===== src/rtl/accumulator_alu_with_flags_assert.svh =====
// ----------------------------------------------------------------------------
// Assertion macros for the accumulator ALU
// Shared property forms used by the checks at the end of the top level.
// ----------------------------------------------------------------------------
`ifndef ACCUMULATOR_ALU_WITH_FLAGS_ASSERT_SVH
`define ACCUMULATOR_ALU_WITH_FLAGS_ASSERT_SVH

// Same-cycle implication, disabled while reset is high.
`define AAF_ASSERT_SAME(lbl, ante, cons, msg) \
   lbl: assert property (@(posedge clock) disable iff (reset) (ante) |-> (cons)) \
      else $error(msg);

// Next-cycle implication, disabled while reset is high.
`define AAF_ASSERT_NEXT(lbl, ante, cons, msg) \
   lbl: assert property (@(posedge clock) disable iff (reset) (ante) |=> (cons)) \
      else $error(msg);

`endif


===== src/rtl/acc_alu_pkg.sv =====
// ----------------------------------------------------------------------------
// Accumulator ALU package
// Operation codes, flag positions and the single-pass evaluation function.
// ----------------------------------------------------------------------------
package acc_alu_pkg;

   localparam int unsigned OPCODE_WIDTH = 5;
   localparam int unsigned DATA_WIDTH   = 8;
   localparam int unsigned FLAGS_WIDTH  = 4;

   typedef logic [OPCODE_WIDTH-1:0] opcode_type;
   typedef logic [DATA_WIDTH-1:0]   data_type;
   typedef logic [FLAGS_WIDTH-1:0]  flags_type;

   localparam opcode_type OP_ADD  = 5'd0;
   localparam opcode_type OP_ADC  = 5'd1;
   localparam opcode_type OP_SUB  = 5'd2;
   localparam opcode_type OP_SBC  = 5'd3;
   localparam opcode_type OP_AND  = 5'd4;
   localparam opcode_type OP_XOR  = 5'd5;
   localparam opcode_type OP_OR   = 5'd6;
   localparam opcode_type OP_CP   = 5'd7;
   localparam opcode_type OP_INC  = 5'd8;
   localparam opcode_type OP_DEC  = 5'd9;
   localparam opcode_type OP_RLCA = 5'd10;
   localparam opcode_type OP_RRCA = 5'd11;
   localparam opcode_type OP_RLA  = 5'd12;
   localparam opcode_type OP_RRA  = 5'd13;
   localparam opcode_type OP_DAA  = 5'd14;
   localparam opcode_type OP_CPL  = 5'd15;
   localparam opcode_type OP_SCF  = 5'd16;
   localparam opcode_type OP_CCF  = 5'd17;

   localparam int unsigned FLAG_Z = 3;
   localparam int unsigned FLAG_N = 2;
   localparam int unsigned FLAG_H = 1;
   localparam int unsigned FLAG_C = 0;

   localparam data_type DAA_LIMIT   = 8'h99;
   localparam data_type DAA_ADJ_HI  = 8'h60;
   localparam data_type DAA_ADJ_LO  = 8'h06;
   localparam data_type SIGN_BIT    = 8'h80;
   localparam logic [3:0] DIGIT_MAX = 4'h9;

   typedef struct packed {
      data_type  result;
      logic      result_write;
      flags_type flags;
   } alu_word_type;

   function automatic alu_word_type alu_eval(input opcode_type op, input data_type a,
                                             input data_type b, input flags_type f);
      alu_word_type o;
      logic         c;
      logic         t;
      logic [8:0]   sum;
      logic [4:0]   half;
      data_type     adj;
      logic         daa_hi;
      logic         daa_lo;
      c            = f[FLAG_C];
      t            = 1'b0;
      sum          = '0;
      half         = '0;
      adj          = '0;
      daa_hi       = 1'b0;
      daa_lo       = 1'b0;
      o.result       = a;
      o.result_write = 1'b1;
      o.flags        = f;
      case (op)
         OP_ADD, OP_ADC: begin
            t    = (op == OP_ADC) ? c : 1'b0;
            sum  = {1'b0, a} + {1'b0, b} + {8'd0, t};
            half = {1'b0, a[3:0]} + {1'b0, b[3:0]} + {4'd0, t};
            o.result = sum[7:0];
            o.flags  = {sum[7:0] == 8'd0, 1'b0, half[4], sum[8]};
         end
         OP_SUB, OP_SBC, OP_CP: begin
            t    = (op == OP_SBC) ? c : 1'b0;
            sum  = {1'b0, a} - {1'b0, b} - {8'd0, t};
            half = {1'b0, a[3:0]} - {1'b0, b[3:0]} - {4'd0, t};
            o.result = sum[7:0];
            o.flags  = {sum[7:0] == 8'd0, 1'b1, half[4], sum[8]};
            if (op == OP_CP) begin
               o.result       = a;
               o.result_write = 1'b0;
            end
         end
         OP_AND: begin
            o.result = a & b;
            o.flags  = {(a & b) == 8'd0, 1'b0, 1'b1, 1'b0};
         end
         OP_XOR: begin
            o.result = a ^ b;
            o.flags  = {(a ^ b) == 8'd0, 3'b000};
         end
         OP_OR: begin
            o.result = a | b;
            o.flags  = {(a | b) == 8'd0, 3'b000};
         end
         OP_INC: begin
            o.result = b + 8'd1;
            o.flags  = {b == 8'hFF, 1'b0, b[3:0] == 4'hF, c};
         end
         OP_DEC: begin
            o.result = b - 8'd1;
            o.flags  = {b == 8'h01, 1'b1, b[3:0] == 4'h0, c};
         end
         OP_RLCA: begin
            o.result = {a[6:0], a[7]};
            o.flags  = {3'b000, a[7]};
         end
         OP_RRCA: begin
            o.result = {a[0], a[7:1]};
            o.flags  = {3'b000, a[0]};
         end
         OP_RLA: begin
            o.result = {a[6:0], c};
            o.flags  = {3'b000, a[7]};
         end
         OP_RRA: begin
            o.result = {c, a[7:1]};
            o.flags  = {3'b000, a[0]};
         end
         OP_DAA: begin
            if (!f[FLAG_N]) begin
               daa_hi = c || (a > DAA_LIMIT);
               daa_lo = f[FLAG_H] || (a[3:0] > DIGIT_MAX);
            end else begin
               daa_hi = c;
               daa_lo = f[FLAG_H];
            end
            adj = (daa_hi ? DAA_ADJ_HI : 8'd0) | (daa_lo ? DAA_ADJ_LO : 8'd0);
            o.result = f[FLAG_N] ? (a - adj) : (a + adj);
            o.flags  = {o.result == 8'd0, f[FLAG_N], 1'b0,
                        f[FLAG_N] ? c : (c || daa_hi)};
         end
         OP_CPL: begin
            o.result = ~a;
            o.flags  = {f[FLAG_Z], 1'b1, 1'b1, c};
         end
         OP_SCF: begin
            o.result_write = 1'b0;
            o.flags        = {f[FLAG_Z], 3'b001};
         end
         OP_CCF: begin
            o.result_write = 1'b0;
            o.flags        = {f[FLAG_Z], 2'b00, ~c};
         end
         default: begin
            o.result_write = 1'b0;
         end
      endcase
      return o;
   endfunction

endpackage


===== src/rtl/accumulator_alu_with_flags.sv =====
// ----------------------------------------------------------------------------
// Accumulator ALU with flags
// Eight-bit accumulator ALU with Z, N, H and C flags, pipelined in two stages.
// ----------------------------------------------------------------------------
// Usage:
//   A request word (opcode, accumulator, operand, flags) is taken on the req_
//   channel at each clock edge where req_valid is high and req_stall is low.
//   One response word (result byte, write enable, new flags) leaves on the
//   rsp_ channel for every request, in order.
//   The request is held in an input register; the ALU logic sits between that
//   register and the response register, so each word passes through the
//   input register and then the response register, which drives rsp_valid.
//   Throughput is one word per cycle while rsp_stall is low, set by the single
//   pass through the ALU logic.
//   While the receiver stalls, the response register holds its word and the
//   input register can still take one more request; req_stall rises only when
//   both registers are full and the response is stalled.
//   Synchronous reset empties both registers; the block keeps no other state.
// ----------------------------------------------------------------------------
`include "accumulator_alu_with_flags_assert.svh"

module accumulator_alu_with_flags (
   input  logic                      clock,
   input  logic                      reset,
   input  logic                      req_valid,
   output logic                      req_stall,
   input  acc_alu_pkg::opcode_type   req_opcode,
   input  acc_alu_pkg::data_type     req_acc_in,
   input  acc_alu_pkg::data_type     req_operand,
   input  acc_alu_pkg::flags_type    req_flags_in,
   output logic                      rsp_valid,
   input  logic                      rsp_stall,
   output acc_alu_pkg::data_type     rsp_result,
   output logic                      rsp_result_write,
   output acc_alu_pkg::flags_type    rsp_flags_out
);
   import acc_alu_pkg::*;

   logic         s1_valid_ff, s1_valid_in;
   opcode_type   s1_opcode_ff;
   data_type     s1_acc_ff;
   data_type     s1_operand_ff;
   flags_type    s1_flags_ff;
   logic         out_valid_ff, out_valid_in;
   alu_word_type out_word_ff;
   alu_word_type alu_word;
   logic         out_advance;
   logic         s1_load;

   assign out_advance = !out_valid_ff || !rsp_stall;
   assign s1_load     = req_valid && !req_stall;
   assign req_stall   = s1_valid_ff && !out_advance;

   assign alu_word = alu_eval(s1_opcode_ff, s1_acc_ff, s1_operand_ff, s1_flags_ff);

   always_comb begin
      s1_valid_in  = s1_valid_ff;
      out_valid_in = out_valid_ff;
      if (out_advance) begin
         out_valid_in = s1_valid_ff;
         s1_valid_in  = 1'b0;
      end
      if (s1_load) begin
         s1_valid_in = 1'b1;
      end
   end

   always_ff @(posedge clock) begin
      if (reset) begin
         s1_valid_ff  <= 1'b0;
         out_valid_ff <= 1'b0;
      end else begin
         s1_valid_ff  <= s1_valid_in;
         out_valid_ff <= out_valid_in;
      end
   end

   always_ff @(posedge clock) begin
      if (s1_load) begin
         s1_opcode_ff  <= req_opcode;
         s1_acc_ff     <= req_acc_in;
         s1_operand_ff <= req_operand;
         s1_flags_ff   <= req_flags_in;
      end
      if (out_advance && s1_valid_ff) begin
         out_word_ff <= alu_word;
      end
   end

   assign rsp_valid        = out_valid_ff;
   assign rsp_result       = out_word_ff.result;
   assign rsp_result_write = out_word_ff.result_write;
   assign rsp_flags_out    = out_word_ff.flags;

   `AAF_ASSERT_NEXT(a_accept_fills_s1, s1_load, s1_valid_ff,
      "accepted word did not reach the input register")
   `AAF_ASSERT_NEXT(a_s1_moves_out, s1_valid_ff && out_advance,
      rsp_valid && rsp_result == $past(alu_word.result)
      && rsp_flags_out == $past(alu_word.flags),
      "response register did not take the ALU word")
   `AAF_ASSERT_NEXT(a_no_write_back, s1_valid_ff && out_advance
      && (s1_opcode_ff == OP_CP || s1_opcode_ff == OP_SCF || s1_opcode_ff == OP_CCF),
      !rsp_result_write, "compare or carry operation requested a write back")
   `AAF_ASSERT_SAME(a_stall_only_full, req_stall,
      s1_valid_ff && out_valid_ff && rsp_stall, "request stalled with room in the pipeline")

endmodule

===== config.mk =====
export PLATFORM = sky130hd
export DESIGN_NAME = accumulator_alu_with_flags
export DESIGN_NICKNAME = d
export VERILOG_FILES = /design/src/rtl/acc_alu_pkg.sv /design/src/rtl/accumulator_alu_with_flags.sv
export VERILOG_INCLUDE_DIRS = /design/src /design/src/rtl
export SDC_FILE = /design/constraint.sdc
export NUM_CORES = 1
export LEC_CHECK = 0
export ABC_AREA = 1
export CORE_MARGIN = 2
export CORE_UTILIZATION = 69
export DETAILED_ROUTE_END_ITERATION = 10
export DONT_BUFFER_PORTS = 1
export GPL_ROUTABILITY_DRIVEN = 1
export PLACE_DENSITY = 0.85
export SETUP_SLACK_MARGIN = 0.02
export SYNTH_ARGS = -nofsm -noshare
export SYNTH_HDL_FRONTEND = slang
export SYNTH_SLANG_ARGS = --single-unit

===== constraint.sdc =====
create_clock -name clock -period 5 [get_ports clock]
set_clock_uncertainty 0.15 [all_clocks]
set_input_delay 0.5 -clock clock [delete_from_list [all_inputs] [get_ports clock]]
set_output_delay 0.5 -clock clock [all_outputs]
set_load 0.1 [all_outputs]

Yosys cells after proc, flatten, opt, wreduce, memory -nomap -nowiden
Index checks and enable logic that the tools add are counted.
Cells by class
  reductions and logical operators: 25
  $lt $le $gt $ge: 2
  multiplexer cells: 16
  equal/unequal tests: 20
  bitwise operators: 6
  add/sub/neg operators: 12
Operators by type and width (number)
  8-bit one-hot mux with 13 select lines: 1
  4-bit one-hot mux with 13 select lines: 1
  8-bit zero test: 6
  5-bit by 4-bit == test with 1-bit output, second input constant: 8
  5-bit by 3-bit == test with 1-bit output, second input constant: 4
  13-bit OR reduction: 1
  5-bit by 2-bit == test with 1-bit output, second input constant: 2
  5-bit == test, second input constant: 2
  8-bit by 8-bit adder with 9-bit output: 1
  9-bit by 1-bit adder with 9-bit output: 1
  1-bit two-way mux: 9
  9-bit two-way mux: 1
  8-bit by 8-bit subtractor with 9-bit output: 1
  9-bit by 1-bit subtractor with 9-bit output: 1
  8-bit by 1-bit adder with 8-bit output, second input constant: 1
  8-bit by 7-bit adder with 8-bit output: 1
  8-bit AND: 1
  8-bit by 1-bit == test with 1-bit output, second input constant: 1
  8-bit == test, second input constant: 1
  8-bit greater-than comparator, second input constant: 1
  8-bit two-way mux: 1
  8-bit NOT: 1
  8-bit OR: 1
  8-bit by 1-bit subtractor with 8-bit output, second input constant: 1
  other kinds (22): 32
Storage, ports and cells
  flip-flop bits (word level): 40
  bits of input ports: 29
  logic and storage cells: 90

Depth between registers and ports, before layout
  depth after elaboration: 10
  depth in mapped cells: 18
  gate-level depth less buffers: 18

Worst setup path after synthesis
No wires, ideal clock.
  path kind: reg2reg
  start point: reg out_valid_ff (netlist: rsp_valid)
  end point: reg s1_acc_ff[0] (enable)
  cell stages (with the launch flop): 6
  arrival time: 3.004 ns
  data required time: 4.487 ns
  slack: 1.483 ns
  clock period less this slack: 3.517 ns
  path buffers: 0
  path through: dfxtp_1 nand2_1 nor2_1 inv_1 nand2_1 inv_1
On the way
  longest elaborated chain between the ends: 6
RTL lines
  from (decl): RTL line accumulator_alu_with_flags.sv:44  | logic out_valid_ff, out_valid_in;
  from (signal assigned): RTL line accumulator_alu_with_flags.sv:74  | out_valid_ff <= out_valid_in;
  1-bit zero test: RTL line accumulator_alu_with_flags.sv:50  | assign out_advance = !out_valid_ff || !rsp_stall;
  1-bit logical OR: RTL line accumulator_alu_with_flags.sv:50
  1-bit zero test: RTL line accumulator_alu_with_flags.sv:52  | assign req_stall = s1_valid_ff && !out_advance;
  1-bit logical AND: RTL line accumulator_alu_with_flags.sv:52
  named net req_stall: RTL line accumulator_alu_with_flags.sv:26  | output logic req_stall,
  1-bit zero test: RTL line accumulator_alu_with_flags.sv:51  | assign s1_load = req_valid && !req_stall;
  1-bit logical AND: RTL line accumulator_alu_with_flags.sv:51
  named net s1_load: RTL line accumulator_alu_with_flags.sv:48  | logic s1_load;
  to (signal assigned): RTL line accumulator_alu_with_flags.sv:81  | s1_acc_ff <= req_acc_in;
  to (decl): RTL line accumulator_alu_with_flags.sv:41  | data_type s1_acc_ff;
The timed path passes the listed nets, and every way through them passes these cells.
A chain may end at the register's enable or synchronous reset.

==> reports/qor_table.md <==
| Metric | This run |
|:---|:---|
| Result of the run | complete, no violations |
| EDFF count, synth | 38 |
| # hold bufs at CTS | 0 |
| Cell Pwr Density | 245 nW/um^2 |
| Critical path startpoint category | flop |
| Share of total power in sequential cells | 0.429 |
| Worst vdd rail ir drop | 191 uV |
| Number of vias per cell after detailed routing | 6.55 |
| Net count reported at finish | 719 |
| Global-route wire length before repair | 22000 um |
| Antenna violations before repair | 0 |
| Final Hold Vio Count | 0 |
| Max-cap violations | 0 |
| Post-CTS setup buffers | 0 |
| Mean cell area of the mapped netlist | 6.81 um^2 |
| Initial drt markers | 765 |
| Number of placement rows | 28 |
| Total Power Consumption | 1.11 mW |
| Number of CTS-inserted buffers | 5 |
| Count of unresolved DRC violations after routing | 0 |
| Sequential cell area fraction in the yosys report | 0.271 |
| Final weighted congestion of routability-driven global placement | 1.07 |
| Worst setup timing slack at the placement stage | 1280 ps |
| Critical-path cell list | inv_2, nand3_2, clkinv_1, nand3_1, fa_1, fa_1, inv_1, nand2_1, nand2_1, nand2_1, o21ai_0, a21oi_1, a211oi_1, nand2_1 |
| Critical Path Fanout Max | 12 |
| Critical path buffer and inverter count | 3 |
| Logic gate share of total power | 0.310 |
| Initial Utilization | 0.726 |
| Area growth, synth to finish | 4.40% |
| Adder and majority gate portion of the synthesized area | 0.142 |
| Leading register cell type out of synthesis | edfxtp_1 |
| Crit path from | s1_opcode_ff[4]$_DFFE_PP_ |
| CTS sink cnt | 40 |
| Pin count of the biggest net entering global routing | 26 |
| Static leakage power | 2.14 nW |
| Cell count after synthesis | 639 |
| Area of the placeable core | 5990 um^2 |
| Unrepaired setup endpoints after global routing | no |
| Critical-path top delay cell | edfxtp_1 |
| Number of buffer cells added on primary ports | 0 |
| Share of cells above drive strength 1 | 0.0606 |
| Switching part of the total power | 0.412 |
| WL/cell | 19.3 um |
| Netlist Area Pre-Place | 4350 um^2 |
| Crit path top cell by count | nand2_1 |
| Register bit count reported by yosys | 40 |
| Relative max-transition margin | 0.343 |
| Number of resized instances in the post-cts repair step | 0 |
| Vias in the first global route | 4342 |
| Routed wire length | 13900 um |
| Required time worst endpoint | 4900 ps |
| Number of nets in the synthesized netlist | 715 |
| Int Power | 0.655 mW |
| Longest individual stage delay on the worst path | 670 ps |
| Post-synthesis cell type count | 43 |
| Count of nets left with antenna violations after detail routing | 0 |
| Total half-perimeter wirelength after legalization and detailed placement | 11000 um |
| Flip-flop and latch area | 1180 um^2 |
| Die H | 83.4 um |
| Type of the worst setup path | flop to flop |
| Number of buffers between clock root and the deepest sink | 2 |
| Number of diodes | 0 |
| Clock Power Share | 0.262 |
| Startpoint of the lowest-slack register-to-register path | s1_opcode_ff[4]$_DFFE_PP_ |
| Class of the tightest hold or removal check | input pin to flop |
| Sum of negative setup slack | 0 ps |
| Setup WS post-layout | 1150 ps |
| Multi-input gate area | 2790 um^2 |
| Tcrit/Tclk final | 0.770 |
| Crit end category | flop |
| Area enclosed by the die boundary | 6960 um^2 |
| Number of max-slew violations in the final report | 0 |
| TritonCTS clock tree | yes |
| Root Driver | clkbuf_8 |
| Setup violations, final | 0 |
| Clock latency of the later-clocked register in the worst-skew pair | 320 ps |
| Number of synthesis warnings | 0 |
| Measured slew at the worst slew-check pin | 984 ps |
| Proportion of synthesized area in mux cells | 0 |
| CP top delay family | adder cells |
| Clock-pin slew of the registers on the worst-case setup and hold paths | 90 ps |
| Net switching power of the design | 0.460 mW |
| Global-route congestion overflow total | 0 |
| Area share of and/or/nand/nor cells after synthesis | 0.369 |
| Launch point of the worst hold path | reset |
| Share of flip-flops with an asynchronous set or reset after synthesis | 0 |
| Combinational family with the most area after synthesis | simple AND/OR/NAND/NOR gates |
| Number of iterations in the first detailed-routing pass | 7 |
| Die width | 83.4 um |
| XOR/XNOR Fraction of Synth Area | 0.00805 |
| # fillers | 485 |
| Top-level I/O count | 44 |
| H-tree levels | 2 |
| Final worst path period need | 3850 ps |
| Compound-cell area share of the yosys netlist | 0.121 |
| Vias | 4710 |
| Global Route Usage Sum | 0.402 |
| Achievable clock frequency | 260 MHz |
| Arrival time worst endpoint | 3750 ps |
registers in the layout, summed over array words and instances (netlist names):
| signal | flops |
|---|---|
| s1_opcode_ff | 5 |
| rsp_flags_out | 4 |
| s1_valid_ff | 1 |
| s1_flags_ff | 4 |
| s1_acc_ff | 8 |
| rsp_result_write | 1 |
| rsp_valid | 1 |
| s1_operand_ff | 8 |
| rsp_result | 8 |
final timing paths:
check / cells after the start / slack [ps] / endpoint
hold / removal: 1 / 100 / s1_valid_ff$_SDFFE_PP0P_
setup reg to reg: 14 / 1150 / rsp_flags_out[1]$_DFFE_PP_
setup / recovery: 14 / 1150 / rsp_flags_out[1]$_DFFE_PP_
hold reg to reg: 2 / 380 / rsp_valid$_SDFFE_PP0N_
placed cells by master, fill, tap and decap left out, drive strengths merged, types with 2 or more instances in the layout:
master and n:
xnor2 2, nor2 82, inv 92, o221ai 3, xor2 2, ha 43, fa 4, edfxtp 38
a41oi 2, o21a 2, o21bai 3, clkbuf 5, dfxtp 2, a21oi 31, clkinv 2, nor3 7
o21ai 30, nand3b 5, or2 3, nor4 2, nand4 19, buf 2, o22ai 5, nand3 72
o211ai 8, nand2 169
cells in the mapped netlist, types with 3 or more instances:
master,number,area [um^2]
o221ai_1,3,26.3
a21oi_1,31,155
nor3_1,7,35.0
nor2_1,72,270
nand2_2,3,18.8
nand4_1,19,119
o22ai_1,5,31.3
o21ai_0,23,115
inv_1,80,300
o211ai_1,8,60.1
o21bai_1,3,22.5
nor2_4,6,67.6
ha_1,43,538
fa_1,4,80.1
nor2_2,4,25.0
nand3b_1,5,37.5
edfxtp_1,38,1140
nand2_1,166,623
inv_2,11,41.3
nand3_1,71,355
o21ai_1,7,35.0
stage by stage:
| stage | instance area (um^2) | hold slack [ps] | util | cells |
|---|---|---|---|---|
| global route | 4540 | 96.3 | 0.758 | 719 |
| CTS | 4540 | 102 | 0.758 | 719 |
| detailed placement | 4430 | 375 | 0.739 | 711 |
| floorplan | 4350 | 300 | - | 639 |
| global placement | 4430 | 323 | 0.739 | 711 |
| finish | 4540 | 97.8 | 0.758 | 719 |
logic make-up after synthesis:
kind of cell | after synthesis
buffers and inverters | 98
adder cells (fa/ha/maj) | 47
XOR/XNOR | 4
flip-flops | 40
AO/OA/AOI/OAI | 90
AND/OR/NAND/NOR | 360
cell type report:
type | count | area share
clock buffer | 5 | 0.0151
clock inverter | 3 | 0.0102
inverter | 93 | 0.0768
multi-input combinational | 501 | 0.614
sequential | 40 | 0.260
tap | 75 | 0.0207
timing repair buffer | 2 | 0.00330
power by group through the flow:
stage               logic [mW]  clock network [mW]  registers (mW)
floorplan                0.252                   0           0.470
global placement         0.314                   0           0.482
detailed placement       0.330                   0           0.483
CTS                      0.331               0.286           0.476
global route             0.381               0.298           0.479
finish                   0.345               0.292           0.478
layer usage:
layer | wire [um] | vias up | global-route usage | part of all wire
met3 | 1870 | 87 | 0.0845 | 0.13
met2 | 6150 | 397 | 0.628 | 0.44
met1 | 5080 | 2078 | 0.540 | 0.37
li1 | - | 2148 | - | -
met5 | 0 | - | 0 | 0
met4 | 784 | 0 | 0.179 | 0.056
Power figures use the tool's default switching activity.
